File: config.mk
export PLATFORM = sky130hd
export DESIGN_NAME = obla_ram
export DESIGN_NICKNAME = d
export VERILOG_FILES = /design/src/rtl/obla_ram.sv
export SDC_FILE = /design/constraint.sdc
export NUM_CORES = 1
export LEC_CHECK = 0
export ABC_AREA = 1
export BUFFER_PORTS_ARGS = -buffer_cell sky130_fd_sc_hd__buf_2
export CAP_MARGIN = 20
export CORE_MARGIN = 2
export CORE_UTILIZATION = 35
export CTS_BUF_LIST = sky130_fd_sc_hd__clkbuf_8 sky130_fd_sc_hd__clkbuf_16
export CTS_CLUSTER_SIZE = 40
export DETAILED_ROUTE_END_ITERATION = 6
export SYNTH_ARGS = -nofsm -noshare
export SYNTH_HDL_FRONTEND = slang
export SYNTH_SLANG_ARGS = --single-unit
File: constraint.sdc
create_clock -name i_clk -period 1.3 [get_ports i_clk]
set_input_delay 0.13 -clock i_clk [delete_from_list [all_inputs] [get_ports i_clk]]
set_output_delay 0.13 -clock i_clk [all_outputs]
set_load 0.1 [all_outputs]
File: src/rtl/obla_ram.sv
module obla_ram #(
    parameter int DEPTH = 16,
    parameter int WIDTH = 8
) (
    input  logic                     i_clk,
    input  logic                     i_we,
    input  logic [$clog2(DEPTH)-1:0] i_waddr,
    input  logic [WIDTH-1:0]         i_wdata,
    input  logic [$clog2(DEPTH)-1:0] i_raddr,
    output logic [WIDTH-1:0]         o_rdata
);

    logic [WIDTH-1:0] r_mem [DEPTH];
    logic [WIDTH-1:0] r_rdata;

    always_ff @(posedge i_clk) begin
        if (i_we) begin
            r_mem[i_waddr] <= i_wdata;
        end
        r_rdata <= r_mem[i_raddr];
    end

    assign o_rdata = r_rdata;

endmodule

==> results.rst, run 1 <==
.. list-table::
   :header-rows: 1

   * - Metric
     - Value
   * - Clock slew at reported path FFs
     - ~0.050 ns
   * - Via count of the first global-routing pass
     - between 3000 and 4000
   * - Largest voltage drop on the vdd net
     - 0.835 mV
   * - Count of buffers from port buffering
     - 25
   * - Initial antenna violation count
     - 0
   * - Sort of element at the start of the critical path
     - flip-flop
   * - Number of buffers between clock root and the deepest sink
     - 2
   * - Worst Clk Skew
     - ~0.0051 ns
   * - Setup WS pre-CTS
     - between 0.06 and 0.07 ns
   * - Final routed wire length divided by cell count
     - ~15 um
   * - Top area cells in the synthesized netlist
     - sky130_fd_sc_hd__edfxtp_1 67%, sky130_fd_sc_hd__nand2_1 11%, sky130_fd_sc_hd__nand3_1 8.4%, sky130_fd_sc_hd__inv_1 6.5%, sky130_fd_sc_hd__dfxtp_1 2.8%
   * - Most frequent standard cell in the layout excluding fill and tap cells
     - sky130_fd_sc_hd__nand2_1
   * - Delay contributed by the slowest stage of the critical path
     - 0.41 ns
   * - Syn. warnings
     - 0
   * - Setup slack of the worst register-to-register path
     - 0.30 ns
   * - Post-DR vias/cell
     - 4.63
   * - Final-layout setup total negative slack
     - 0 ns
   * - Post-route cell area
     - 0.00684 mm^2
   * - CP endpoint kind
     - primary output
   * - Final Setup Violations
     - 0
   * - Worst Setup Slack, final
     - 0.0419 ns
   * - Final Critical Period
     - 1.26 ns
   * - Yosys cell types
     - 12
   * - Die outline area
     - 0.0175 mm^2
   * - Number of sinks handled by clock tree synthesis
     - 136
   * - Clock network latency to the later pin of the worst-skew pair
     - 0.42 ns
   * - Data required time at the worst endpoint
     - 1.17 ns
   * - Outcome
     - completed
   * - Detailed-route DRC error count
     - 0
   * - Number of nets in the layout
     - around 610
   * - Diodes inserted
     - 0
   * - Count of final hold-check violations
     - 0
   * - Number of ports placed on the die boundary
     - 26
   * - Library cell with the largest summed area after synthesis
     - sky130_fd_sc_hd__edfxtp_1
   * - Core occupancy in the finished layout
     - 42.8%
   * - Area fraction of the dominant cell type after synthesis
     - 66.7%
   * - Leakage power of the design
     - ~3 nW
   * - Number of vias after detailed routing
     - 3810
   * - Number of CTS-inserted buffers
     - 17
   * - Post-synthesis area per instance
     - 10.5 um^2
   * - CP Class
     - flip-flop to primary output
   * - Buffers plus inverters on the worst setup path
     - 1
   * - Global-route wire length before repair
     - 20300 um
   * - Commonest cells after routing, fill and taps aside
     - 173 x sky130_fd_sc_hd__nand2_1, 128 x sky130_fd_sc_hd__edfxtp_1, 101 x sky130_fd_sc_hd__inv_1
   * - Final weighted congestion in routability-driven placement
     - between 0.7 and 0.8
   * - Instance area at placement
     - 0.00622 mm^2
   * - Max-slew violation count
     - 0
   * - Starting Density
     - 36.0%
   * - Initial DRT Pass Iterations
     - 5
   * - Std-Cell Rows
     - 46
   * - Horizontal extent of the die
     - 132 um
   * - Peak Freq
     - 0.795 GHz
   * - Highest-delay cell along the critical path
     - sky130_fd_sc_hd__buf_2
   * - GRT Util Overall
     - around 16%
   * - Area Growth Syn to Fin
     - 18.7%
   * - Measured slew at the worst slew-check pin
     - about 0.49 ns
   * - Post-route clock period utilization
     - 96.8%
   * - Filler instances
     - 1575
   * - H-tree lvl count
     - 4
   * - Estimated wirelength of the detail-placed design
     - 7800 um
   * - Maximum net fanout on the critical path
     - 1
   * - Cell count after synthesis
     - 551
   * - Floorplan Core Area
     - 0.0160 mm^2
   * - Post-synthesis net count
     - 569
   * - Layout cell share with drive strength beyond 1
     - 12.9%
   * - TritonCTS clock tree
     - yes
   * - Count of maximum capacitance violations
     - 0
   * - Synthesis-stage register bit count
     - 136
   * - Unrepaired setup endpoints after global routing
     - no
   * - Ordered list of cells on the worst path
     - buf_2
   * - Number of design-rule violations left by the first detailed-router iteration
     - between 300 and 400
   * - Total power divided by cell area
     - 1550 mW/mm^2
   * - Kind of cell adding the most delay to the critical path
     - buffers and inverters
   * - Share of the yosys chip area belonging to registers
     - between 60% and 70%
   * - Relative slew slack
     - 67.7%
   * - Antenna Violating Nets Remaining
     - 0
   * - Cts-stage hold buffer count
     - 0
   * - Routed wire length
     - 12700 um
   * - Global route overflow
     - 0
   * - Die height
     - 132 um
   * - Combined area of all synthesized cells
     - 0.00577 mm^2
   * - Master cell of the clock root buffer
     - sky130_fd_sc_hd__clkbuf_16
   * - CP arrival
     - 1.13 ns
   * - Pin count of the biggest net entering global routing
     - 65
   * - Min-Delay Path Class
     - input port to flip-flop
[layout make-up]
type                            count  area, um^2  share of cell area, %
Sequential cell                   136        4000                   58.5
Inverter                          102         383                   5.59
Timing Repair Buffer               48         365                   5.34
Multi-Input combinational cell    289        1210                   17.7
Clock buffer                       21         480                   7.02
Clock inverter                     11         128                   1.86
Tap cell                          216         270                   3.95
[layer usage]
layer  vias to the layer above  routed length (um)  track usage [%]
met2                       108                6130             24.9
met5                         -                   0                0
li1                       1859                   -                -
met4                         0                 262             7.59
met1                      1826                5620             19.9
met3                        17                 726             3.58
[Yosys cell counts]
library cell	count
sky130_fd_sc_hd__nor2_1	17
sky130_fd_sc_hd__edfxtp_1	128
sky130_fd_sc_hd__inv_2	2
sky130_fd_sc_hd__buf_6	6
sky130_fd_sc_hd__buf_2	13
sky130_fd_sc_hd__buf_1	1
sky130_fd_sc_hd__nand3_1	97
sky130_fd_sc_hd__inv_1	100
sky130_fd_sc_hd__buf_4	4
sky130_fd_sc_hd__dfxtp_1	8
sky130_fd_sc_hd__nand2_1	173
sky130_fd_sc_hd__nand3b_1	2
[timing repair]
action / in CTS / in global routing
setup buffers: 0 / 0
gates cloned: 0 / 0
gates resized for setup: 4 / 3
pin swaps: 0 / 0
endpoints found under the setup margin: 4 / 3
[flip-flops by register name, summed over array words and instances, names as in the netlist]
name,flops
r_mem,128
o_rdata,8
[power by group]
part	internal (mW)	switching, mW	leakage [nW]
logic	0.204	0.607	1.43
registers	4.90	0.0329	1.22
clock network	3.18	1.67	0.303
total	8.29	2.31	2.96
[final timing paths]
kind | from | endpoint | depth (start not counted)
max | o_rdata[0]$_DFF_P_ | o_rdata[0] | 1
min reg2reg | r_mem[10][6]$_DFFE_PP_ | o_rdata[6]$_DFF_P_ | 6
min | i_wdata[2] | r_mem[9][2]$_DFFE_PP_ | 1
max reg2reg | r_mem[8][5]$_DFFE_PP_ | o_rdata[5]$_DFF_P_ | 6
[stage by stage]
stage	cells	total power, mW	hold WS [ns]
3_5_place_dp	791	5.83	0.523
4_1_cts	823	10.7	0.0780
5_1_grt	823	10.9	0.102
3_3_place_gp	791	5.82	0.518
6_report	823	10.6	0.0949
2_1_floorplan	551	5.57	0.229
[kinds of logic after synthesis]
| family | synth area share, % |
|---|---|
| AND/OR/NAND/NOR | 21.0 |
| flip-flops | 69.4 |
| buffers and inverters | 9.52 |
(Power assumes the default switching activity.)
==> run 2, diff against run 1 <==
- SLEW_MARGIN: not set -> 0
- clock period: 1.3 -> 1.34 ns (I/O delays scaled with it)
==> run 2 against run 1 <==
Against the previous run:
- via count decreased by 0.45%
- utilization is 0.78 points higher
- power up 6.6%
- clock power up 18%
- count of clock-buffer cells in the layout is 4 lower
- worst setup slack better by 0.023 ns
- critical endpoint is now o_rdata[1]
- largest power group is now clock
- highest routed layer unchanged
==> results.rst, run 2 (synthesis gave the netlist of run 1 again) <==
.. list-table::
   :header-rows: 1

   * - Metric
     - Value
   * - Final-layout setup total negative slack
     - 0 ns (unchanged)
   * - Final routed wire length divided by cell count
     - 15.8 um (was 15.5 um)
   * - Switching Fraction
     - 20.5% (was 21.8%)
   * - Number of vias after detailed routing
     - 3793 (was 3810)
   * - Cell-internal power
     - 8.98 mW (was 8.29 mW)
   * - Worst Clk Skew
     - 0.00563 ns (was 0.00506 ns)
   * - Highest-delay cell along the critical path
     - sky130_fd_sc_hd__buf_2 (unchanged)
   * - Global-route wire length before repair
     - 20800 um (was 20300 um)
   * - Master cell of the clock root buffer
     - sky130_fd_sc_hd__clkbuf_16 (unchanged)
   * - Setup WS pre-CTS
     - 0.153 ns (was 0.0645 ns)
   * - Final weighted congestion in routability-driven placement
     - 0.782 (was 0.787)
   * - Min-delay src
     - i_wdata[5] (was i_wdata[2])
   * - Endpoint of the most critical register-to-register path
     - o_rdata[2]$_DFF_P_ (was o_rdata[5]$_DFF_P_)
   * - Max FFs per register
     - 128 (unchanged)
   * - Layout cell share with drive strength beyond 1
     - 13.2% (was 12.9%)
   * - Number of cells on the worst reg-to-reg path
     - 6 (unchanged)
   * - Via count of the first global-routing pass
     - 3939 (was 3822)
   * - Global route overflow
     - 0 (unchanged)
   * - RR Startpoint
     - r_mem[4][2]$_DFFE_PP_ (was r_mem[8][5]$_DFFE_PP_)
   * - Clock slew at reported path FFs
     - 0.06 ns (was 0.05 ns)
   * - Horizontal extent of the die
     - 132 um (unchanged)
   * - Initial DRT Pass Iterations
     - 5 (unchanged)
   * - Commonest cells after routing, fill and taps aside
     - 173 x sky130_fd_sc_hd__nand2_1, 128 x sky130_fd_sc_hd__edfxtp_1, 100 x sky130_fd_sc_hd__inv_1 (was 173 x sky130_fd_sc_hd__nand2_1, 128 x sky130_fd_sc_hd__edfxtp_1, 101 x sky130_fd_sc_hd__inv_1)
   * - CP arrival
     - 1.14 ns (was 1.13 ns)
   * - Detailed-route DRC error count
     - 0 (unchanged)
   * - Hold Crit Depth
     - 1 (unchanged)
   * - Clock network latency to the later pin of the worst-skew pair
     - 0.42 ns (about the same)
   * - Count of maximum capacitance violations
     - 0 (unchanged)
   * - Number of buffers between clock root and the deepest sink
     - 2 (unchanged)
   * - Maximum net fanout on the critical path
     - 1 (unchanged)
   * - Top register by number of flip-flops
     - r_mem (unchanged)
   * - Antenna Violating Nets Remaining
     - 0 (unchanged)
   * - Final Setup Violations
     - 0 (unchanged)
   * - Post-DR vias/cell
     - 4.61 (was 4.63)
   * - Number of CTS-inserted buffers
     - 17 (unchanged)
   * - Area Growth Syn to Fin
     - 20.9% (was 18.7%)
   * - Core occupancy in the finished layout
     - 43.6% (was 42.8%)
   * - TritonCTS clock tree
     - yes (unchanged)
   * - CP endpoint kind
     - primary output (unchanged)
   * - Number of sinks handled by clock tree synthesis
     - 136 (unchanged)
   * - Diodes inserted
     - 0 (unchanged)
   * - Estimated wirelength of the detail-placed design
     - 7990 um (was 7800 um)
   * - CP Class
     - flip-flop to primary output (unchanged)
   * - Initial antenna violation count
     - 0 (unchanged)
   * - Starting Density
     - 36.0% (unchanged)
   * - Pin count of the biggest net entering global routing
     - 65 (unchanged)
   * - Leakage power of the design
     - 3.01 nW (was 2.96 nW)
   * - Sequential group share of total power
     - 42.4% (was 46.6%)
   * - Max-slew violation count
     - 0 (unchanged)
   * - Cts-stage hold buffer count
     - 0 (unchanged)
   * - Setup slack of the worst register-to-register path
     - 0.35 ns (was 0.30 ns)
   * - H-tree lvl count
     - 4 (unchanged)
   * - Sort of element at the start of the critical path
     - flip-flop (unchanged)
   * - GRT Util Overall
     - 15.8% (was 15.5%)
   * - Number of nets in the layout
     - 612 (unchanged)
   * - Number of ports placed on the die boundary
     - 26 (unchanged)
   * - Floorplan Core Area
     - 0.0160 mm^2 (unchanged)
   * - Std-Cell Rows
     - 46 (unchanged)
   * - Outcome
     - completed (unchanged)
   * - Most frequent standard cell in the layout excluding fill and tap cells
     - sky130_fd_sc_hd__nand2_1 (unchanged)
   * - Power spent charging and discharging nets
     - 2.32 mW (was 2.31 mW)
   * - Die height
     - 132 um (unchanged)
   * - Count of final hold-check violations
     - 0 (unchanged)
   * - Unrepaired setup endpoints after global routing
     - no (unchanged)
   * - Final Critical Period
     - 1.28 ns
   * - Total power divided by cell area
     - 1620 mW/mm^2 (was 1550 mW/mm^2)
   * - Relative slew slack
     - 67.2% (was 67.7%)
   * - Part of the total power dissipated in the clock network
     - 50.6% (was 45.8%)
   * - Buffers plus inverters on the worst setup path
     - 1 (unchanged)
   * - Sink of the worst hold path
     - r_mem[1][5]$_DFFE_PP_ (was r_mem[9][2]$_DFFE_PP_)
   * - Post-route clock period utilization
     - a little over nine tenths
   * - Data required time at the worst endpoint
     - 1.21 ns (was 1.17 ns)
   * - Worst Setup Slack, final
     - 0.0648 ns (was 0.0419 ns)
   * - Kind of cell adding the most delay to the critical path
     - buffers and inverters (unchanged)
   * - Count of buffers from port buffering
     - 25 (unchanged)
   * - PnR Total Power
     - 11.3 mW (was 10.6 mW)
   * - Peak Freq
     - 0.784 GHz
   * - Delay contributed by the slowest stage of the critical path
     - 0.42 ns (was 0.41 ns)
   * - Die outline area
     - 0.0175 mm^2 (unchanged)
   * - Min-Delay Path Class
     - input port to flip-flop (unchanged)
   * - Measured slew at the worst slew-check pin
     - 0.495 ns (was 0.487 ns)
   * - Largest voltage drop on the vdd net
     - 0.929 mV (was 0.835 mV)
   * - Ordered list of cells on the worst path
     - buf_2 (unchanged)
   * - Number of design-rule violations left by the first detailed-router iteration
     - 342 (was 370)
   * - Routed wire length
     - 13000 um (was 12700 um)
   * - Gate power share
     - 7.0% (was 7.7%)
-- run 2: worst max-delay path by stage --
stage                                   from                endpoint  depth (start not counted)
after floorplan                   i_waddr[2]  r_mem[10][0]$_DFFE_PP_                          2
after global placement            i_raddr[0]      o_rdata[4]$_DFF_P_                          7
after detailed placement          i_raddr[0]      o_rdata[4]$_DFF_P_                          7
after CTS                 o_rdata[7]$_DFF_P_              o_rdata[7]                          1
after global routing      o_rdata[0]$_DFF_P_              o_rdata[0]                          1
final                     o_rdata[1]$_DFF_P_              o_rdata[1]                          1
-- run 2: per-stage QoR --
step	hold WS, ns	std cells	area [um^2]
2_1_floorplan	0.233	551	5770
3_3_place_gp	0.525	791	6230
3_5_place_dp	0.529	791	6230
4_1_cts	0.0839	823	6970
5_1_grt	0.109	823	6970
6_report	0.102	823	6970
-- run 2: power groups by stage --
stage / clock (mW) / sequential [mW] / combinational, mW
6_report: 5.72 / 4.79 / 0.790
5_1_grt: 5.97 / 4.80 / 0.865
4_1_cts: 5.81 / 4.79 / 0.797
3_5_place_dp: 0 / 4.88 / 0.786
3_3_place_gp: 0 / 4.88 / 0.775
2_1_floorplan: 0 / 5.07 / 0.336
-- run 2: area by class of cell --
class                      count  area, um^2
fill                        1547        9030
sequential                   136        4000
multi-input combinational    289        1210
clock buffer                  17         425
inverter                     102         383
timing repair buffer          48         370
clock inverter                15         303
tap                          216         270
-- run 2: what timing repair did --
action	in CTS	in global routing
buffers inserted	0	0
gates resized for setup	3	1
setup endpoints to repair	3	1
-- run 2: routing by layer --
layer	routed length [um]	up-vias	global-route usage, %
met1	5730	1796	20.1
met4	396	0	7.71
met5	0	-	0
met2	6280	106	25.1
li1	-	1860	-
met3	597	31	4.23
==> run 3, diff against run 2 <==
==> constraint.sdc (replaced) <==
create_clock -name i_clk -period 1.34 [get_ports i_clk]
set_input_delay 0.201 -clock i_clk [delete_from_list [all_inputs] [get_ports i_clk]]
set_output_delay 0.201 -clock i_clk [all_outputs]
set_load 0.1 [all_outputs]
==> run 3 against run 2 <==
Against the previous run:
- die area unchanged
- combinational power up 2%
- worst setup slack worse by 0.031 ns
- clock skew is 0.0025 ns higher
- maximum frequency down 2.4%
- non-clock buffer count rose by 1
- design area decreased by 2.3%
- utilization fell by 0.99 points
- register-to-register slack lost 0.02 ns
- power shrank 13%
- clock power is 27% lower
- count of clock-buffer cells in the layout unchanged
- largest cell class unchanged
==> results.rst, run 3 (synthesis gave the netlist of run 1 again) <==
.. list-table::
   :header-rows: 1

   * - Metric
     - Value
   * - Global-route wire length before repair
     - 19700 um (was 20800 um)
   * - Post-route clock period utilization
     - 97.5% (was 95.2%)
   * - Estimated wirelength of the detail-placed design
     - 7740 um (was 7990 um)
   * - Area Growth Syn to Fin
     - 18.1% (was 20.9%)
   * - Number of setup buffers added after CTS
     - 0 (unchanged)
   * - Hold Crit Depth
     - 1 (unchanged)
   * - Count of buffers from port buffering
     - 25 (unchanged)
   * - Count of maximum capacitance violations
     - 0 (unchanged)
   * - Post-route cell area
     - 0.00681 mm^2 (was 0.00697 mm^2)
   * - Count of final hold-check violations
     - 0 (unchanged)
   * - Die outline area
     - 0.0175 mm^2 (unchanged)
   * - Number of design-rule violations left by the first detailed-router iteration
     - 461 (was 342)
   * - Commonest cells after routing, fill and taps aside
     - 173 x sky130_fd_sc_hd__nand2_1, 128 x sky130_fd_sc_hd__edfxtp_1, 101 x sky130_fd_sc_hd__inv_1 (was 173 x sky130_fd_sc_hd__nand2_1, 128 x sky130_fd_sc_hd__edfxtp_1, 100 x sky130_fd_sc_hd__inv_1)
   * - Detailed-route DRC error count
     - 0 (unchanged)
   * - Via count of the first global-routing pass
     - 3717 (was 3939)
   * - Post-DR vias/cell
     - 4.54 (was 4.61)
   * - Leakage power of the design
     - 2.92 nW (was 3.01 nW)
   * - Number of CTS-inserted buffers
     - 17 (unchanged)
   * - GRT Util Overall
     - 14.9% (was 15.8%)
   * - Std-Cell Rows
     - 46 (unchanged)
   * - Initial antenna violation count
     - 0 (unchanged)
   * - Die height
     - 132 um (unchanged)
   * - Buffers plus inverters on the worst setup path
     - 1 (unchanged)
   * - Number of vias after detailed routing
     - 3734 (was 3793)
   * - Pin count of the biggest net entering global routing
     - 65 (unchanged)
   * - Kind of cell adding the most delay to the critical path
     - flip-flops (was buffers and inverters)
   * - H-tree lvl count
     - 4 (unchanged)
   * - Clock network latency to the later pin of the worst-skew pair
     - 0.41 ns (was 0.42 ns)
   * - Data required time at the worst endpoint
     - 1.14 ns (was 1.21 ns)
   * - CP Class
     - flip-flop to primary output (unchanged)
   * - Total power divided by cell area
     - 1440 mW/mm^2 (was 1620 mW/mm^2)
   * - Number of nets in the layout
     - 613 (was 612)
   * - Final-layout setup total negative slack
     - 0 ns (unchanged)
   * - Outcome
     - completed (unchanged)
   * - Instance area at placement
     - 0.00626 mm^2 (was 0.00623 mm^2)
   * - Final routed wire length divided by cell count
     - 15.0 um (was 15.8 um)
   * - TritonCTS clock tree
     - yes (unchanged)
   * - Layout cell share with drive strength beyond 1
     - 13.0% (was 13.2%)
   * - Diodes inserted
     - 0 (unchanged)
   * - Horizontal extent of the die
     - 132 um (unchanged)
   * - Relative slew slack
     - 77.8% (was 67.2%)
   * - Final Critical Period
     - 1.31 ns (was 1.28 ns)
   * - Maximum net fanout on the critical path
     - 1 (unchanged)
   * - Ordered list of cells on the worst path
     - buf_4 (was buf_2)
   * - PnR Total Power
     - 9.79 mW (was 11.3 mW)
   * - Max FFs per register
     - 128 (unchanged)
   * - Most frequent standard cell in the layout excluding fill and tap cells
     - sky130_fd_sc_hd__nand2_1 (unchanged)
   * - Final Setup Violations
     - 0 (unchanged)
   * - Count of cell instances traversed by the critical path
     - 1 (unchanged)
   * - Global route overflow
     - 0 (unchanged)
   * - Number of sinks handled by clock tree synthesis
     - 136 (unchanged)
   * - CP endpoint kind
     - primary output (unchanged)
   * - Top register by number of flip-flops
     - r_mem (unchanged)
   * - Max-slew violation count
     - 0 (unchanged)
   * - Highest-delay cell along the critical path
     - sky130_fd_sc_hd__dfxtp_1 (was sky130_fd_sc_hd__buf_2)
   * - Min-Delay Path Class
     - input port to flip-flop (unchanged)
   * - Peak Freq
     - 0.765 GHz (was 0.784 GHz)
   * - Worst Clk Skew
     - 0.00817 ns (was 0.00563 ns)
   * - Antenna Violating Nets Remaining
     - 0 (unchanged)
   * - Floorplan Core Area
     - 0.0160 mm^2 (unchanged)
   * - Delay contributed by the slowest stage of the critical path
     - 0.38 ns (was 0.42 ns)
   * - Number of cells on the worst reg-to-reg path
     - 6 (unchanged)
   * - Clock slew at reported path FFs
     - 0.06 ns (about the same)
   * - Initial DRT Pass Iterations
     - 4 (was 5)
   * - Number of buffers between clock root and the deepest sink
     - 2 (unchanged)
   * - Master cell of the clock root buffer
     - sky130_fd_sc_hd__clkbuf_16 (unchanged)
   * - Final weighted congestion in routability-driven placement
     - 0.784 (was 0.782)
   * - Measured slew at the worst slew-check pin
     - 0.332 ns (was 0.495 ns)
   * - Largest voltage drop on the vdd net
     - 0.858 mV (was 0.929 mV)
   * - Sort of element at the start of the critical path
     - flip-flop (unchanged)
   * - Unrepaired setup endpoints after global routing
     - no (unchanged)
   * - Starting Density
     - 36.0% (unchanged)
   * - CP arrival
     - 1.11 ns (was 1.14 ns)
   * - Number of ports placed on the die boundary
     - 26 (unchanged)
   * - Routed wire length
     - 12300 um (was 13000 um)
   * - Fin Hold WS
     - 0.168 ns (was 0.102 ns)
run 3: area by class of cell:
cell class / count / area [um^2]
inverters: 102 / 383
clock inverters: 13 / 110
fillers: 1545 / 9190
multi-input cells: 289 / 1210
flip-flops and latches: 136 / 4000
repair buffers: 49 / 404
well taps: 216 / 270
clock buffers: 17 / 425
run 3: worst paths after layout:
path	to	start	slack [ns]
worst max-delay path	o_rdata[4]	o_rdata[4]$_DFF_P_	0.03
worst min-delay path	r_mem[5][5]$_DFFE_PP_	i_wdata[5]	0.17
worst max register to register	o_rdata[5]$_DFF_P_	r_mem[9][5]$_DFFE_PP_	0.33
worst min register to register	o_rdata[6]$_DFF_P_	r_mem[10][6]$_DFFE_PP_	0.66
run 3: per-layer routing:
metal  vias to the layer above  wire length [um]  track usage [%]
li1                       1859                 -                -
met1                      1751              5400             19.3
met2                       108              6100             24.3
met3                        16               587             3.65
met4                         0               203             5.50
met5                         -                 0                0
run 3: what timing repair did:
action,CTS,global route
hold buffers,0,0
endpoints found under the setup margin,6,0
resized for setup,7,0
run 3: power by group:
group	total, mW	internal [mW]	leakage (nW)	switching, mW
Combinational	0.804	0.223	1.45	0.581
Sequential	4.79	4.76	1.22	0.0356
Clock	4.19	2.51	0.248	1.68
Total	9.79	7.49	2.92	2.30
run 3: per-stage QoR:
step	utilization [%]	setup WS, ns	std cells
6_report	42.6	0.0336	822
4_1_cts	42.6	0.0153	822
2_1_floorplan	-	0.188	551
5_1_grt	42.6	0.00546	822
3_5_place_dp	39.1	0.0997	792
3_3_place_gp	39.1	0.0993	792
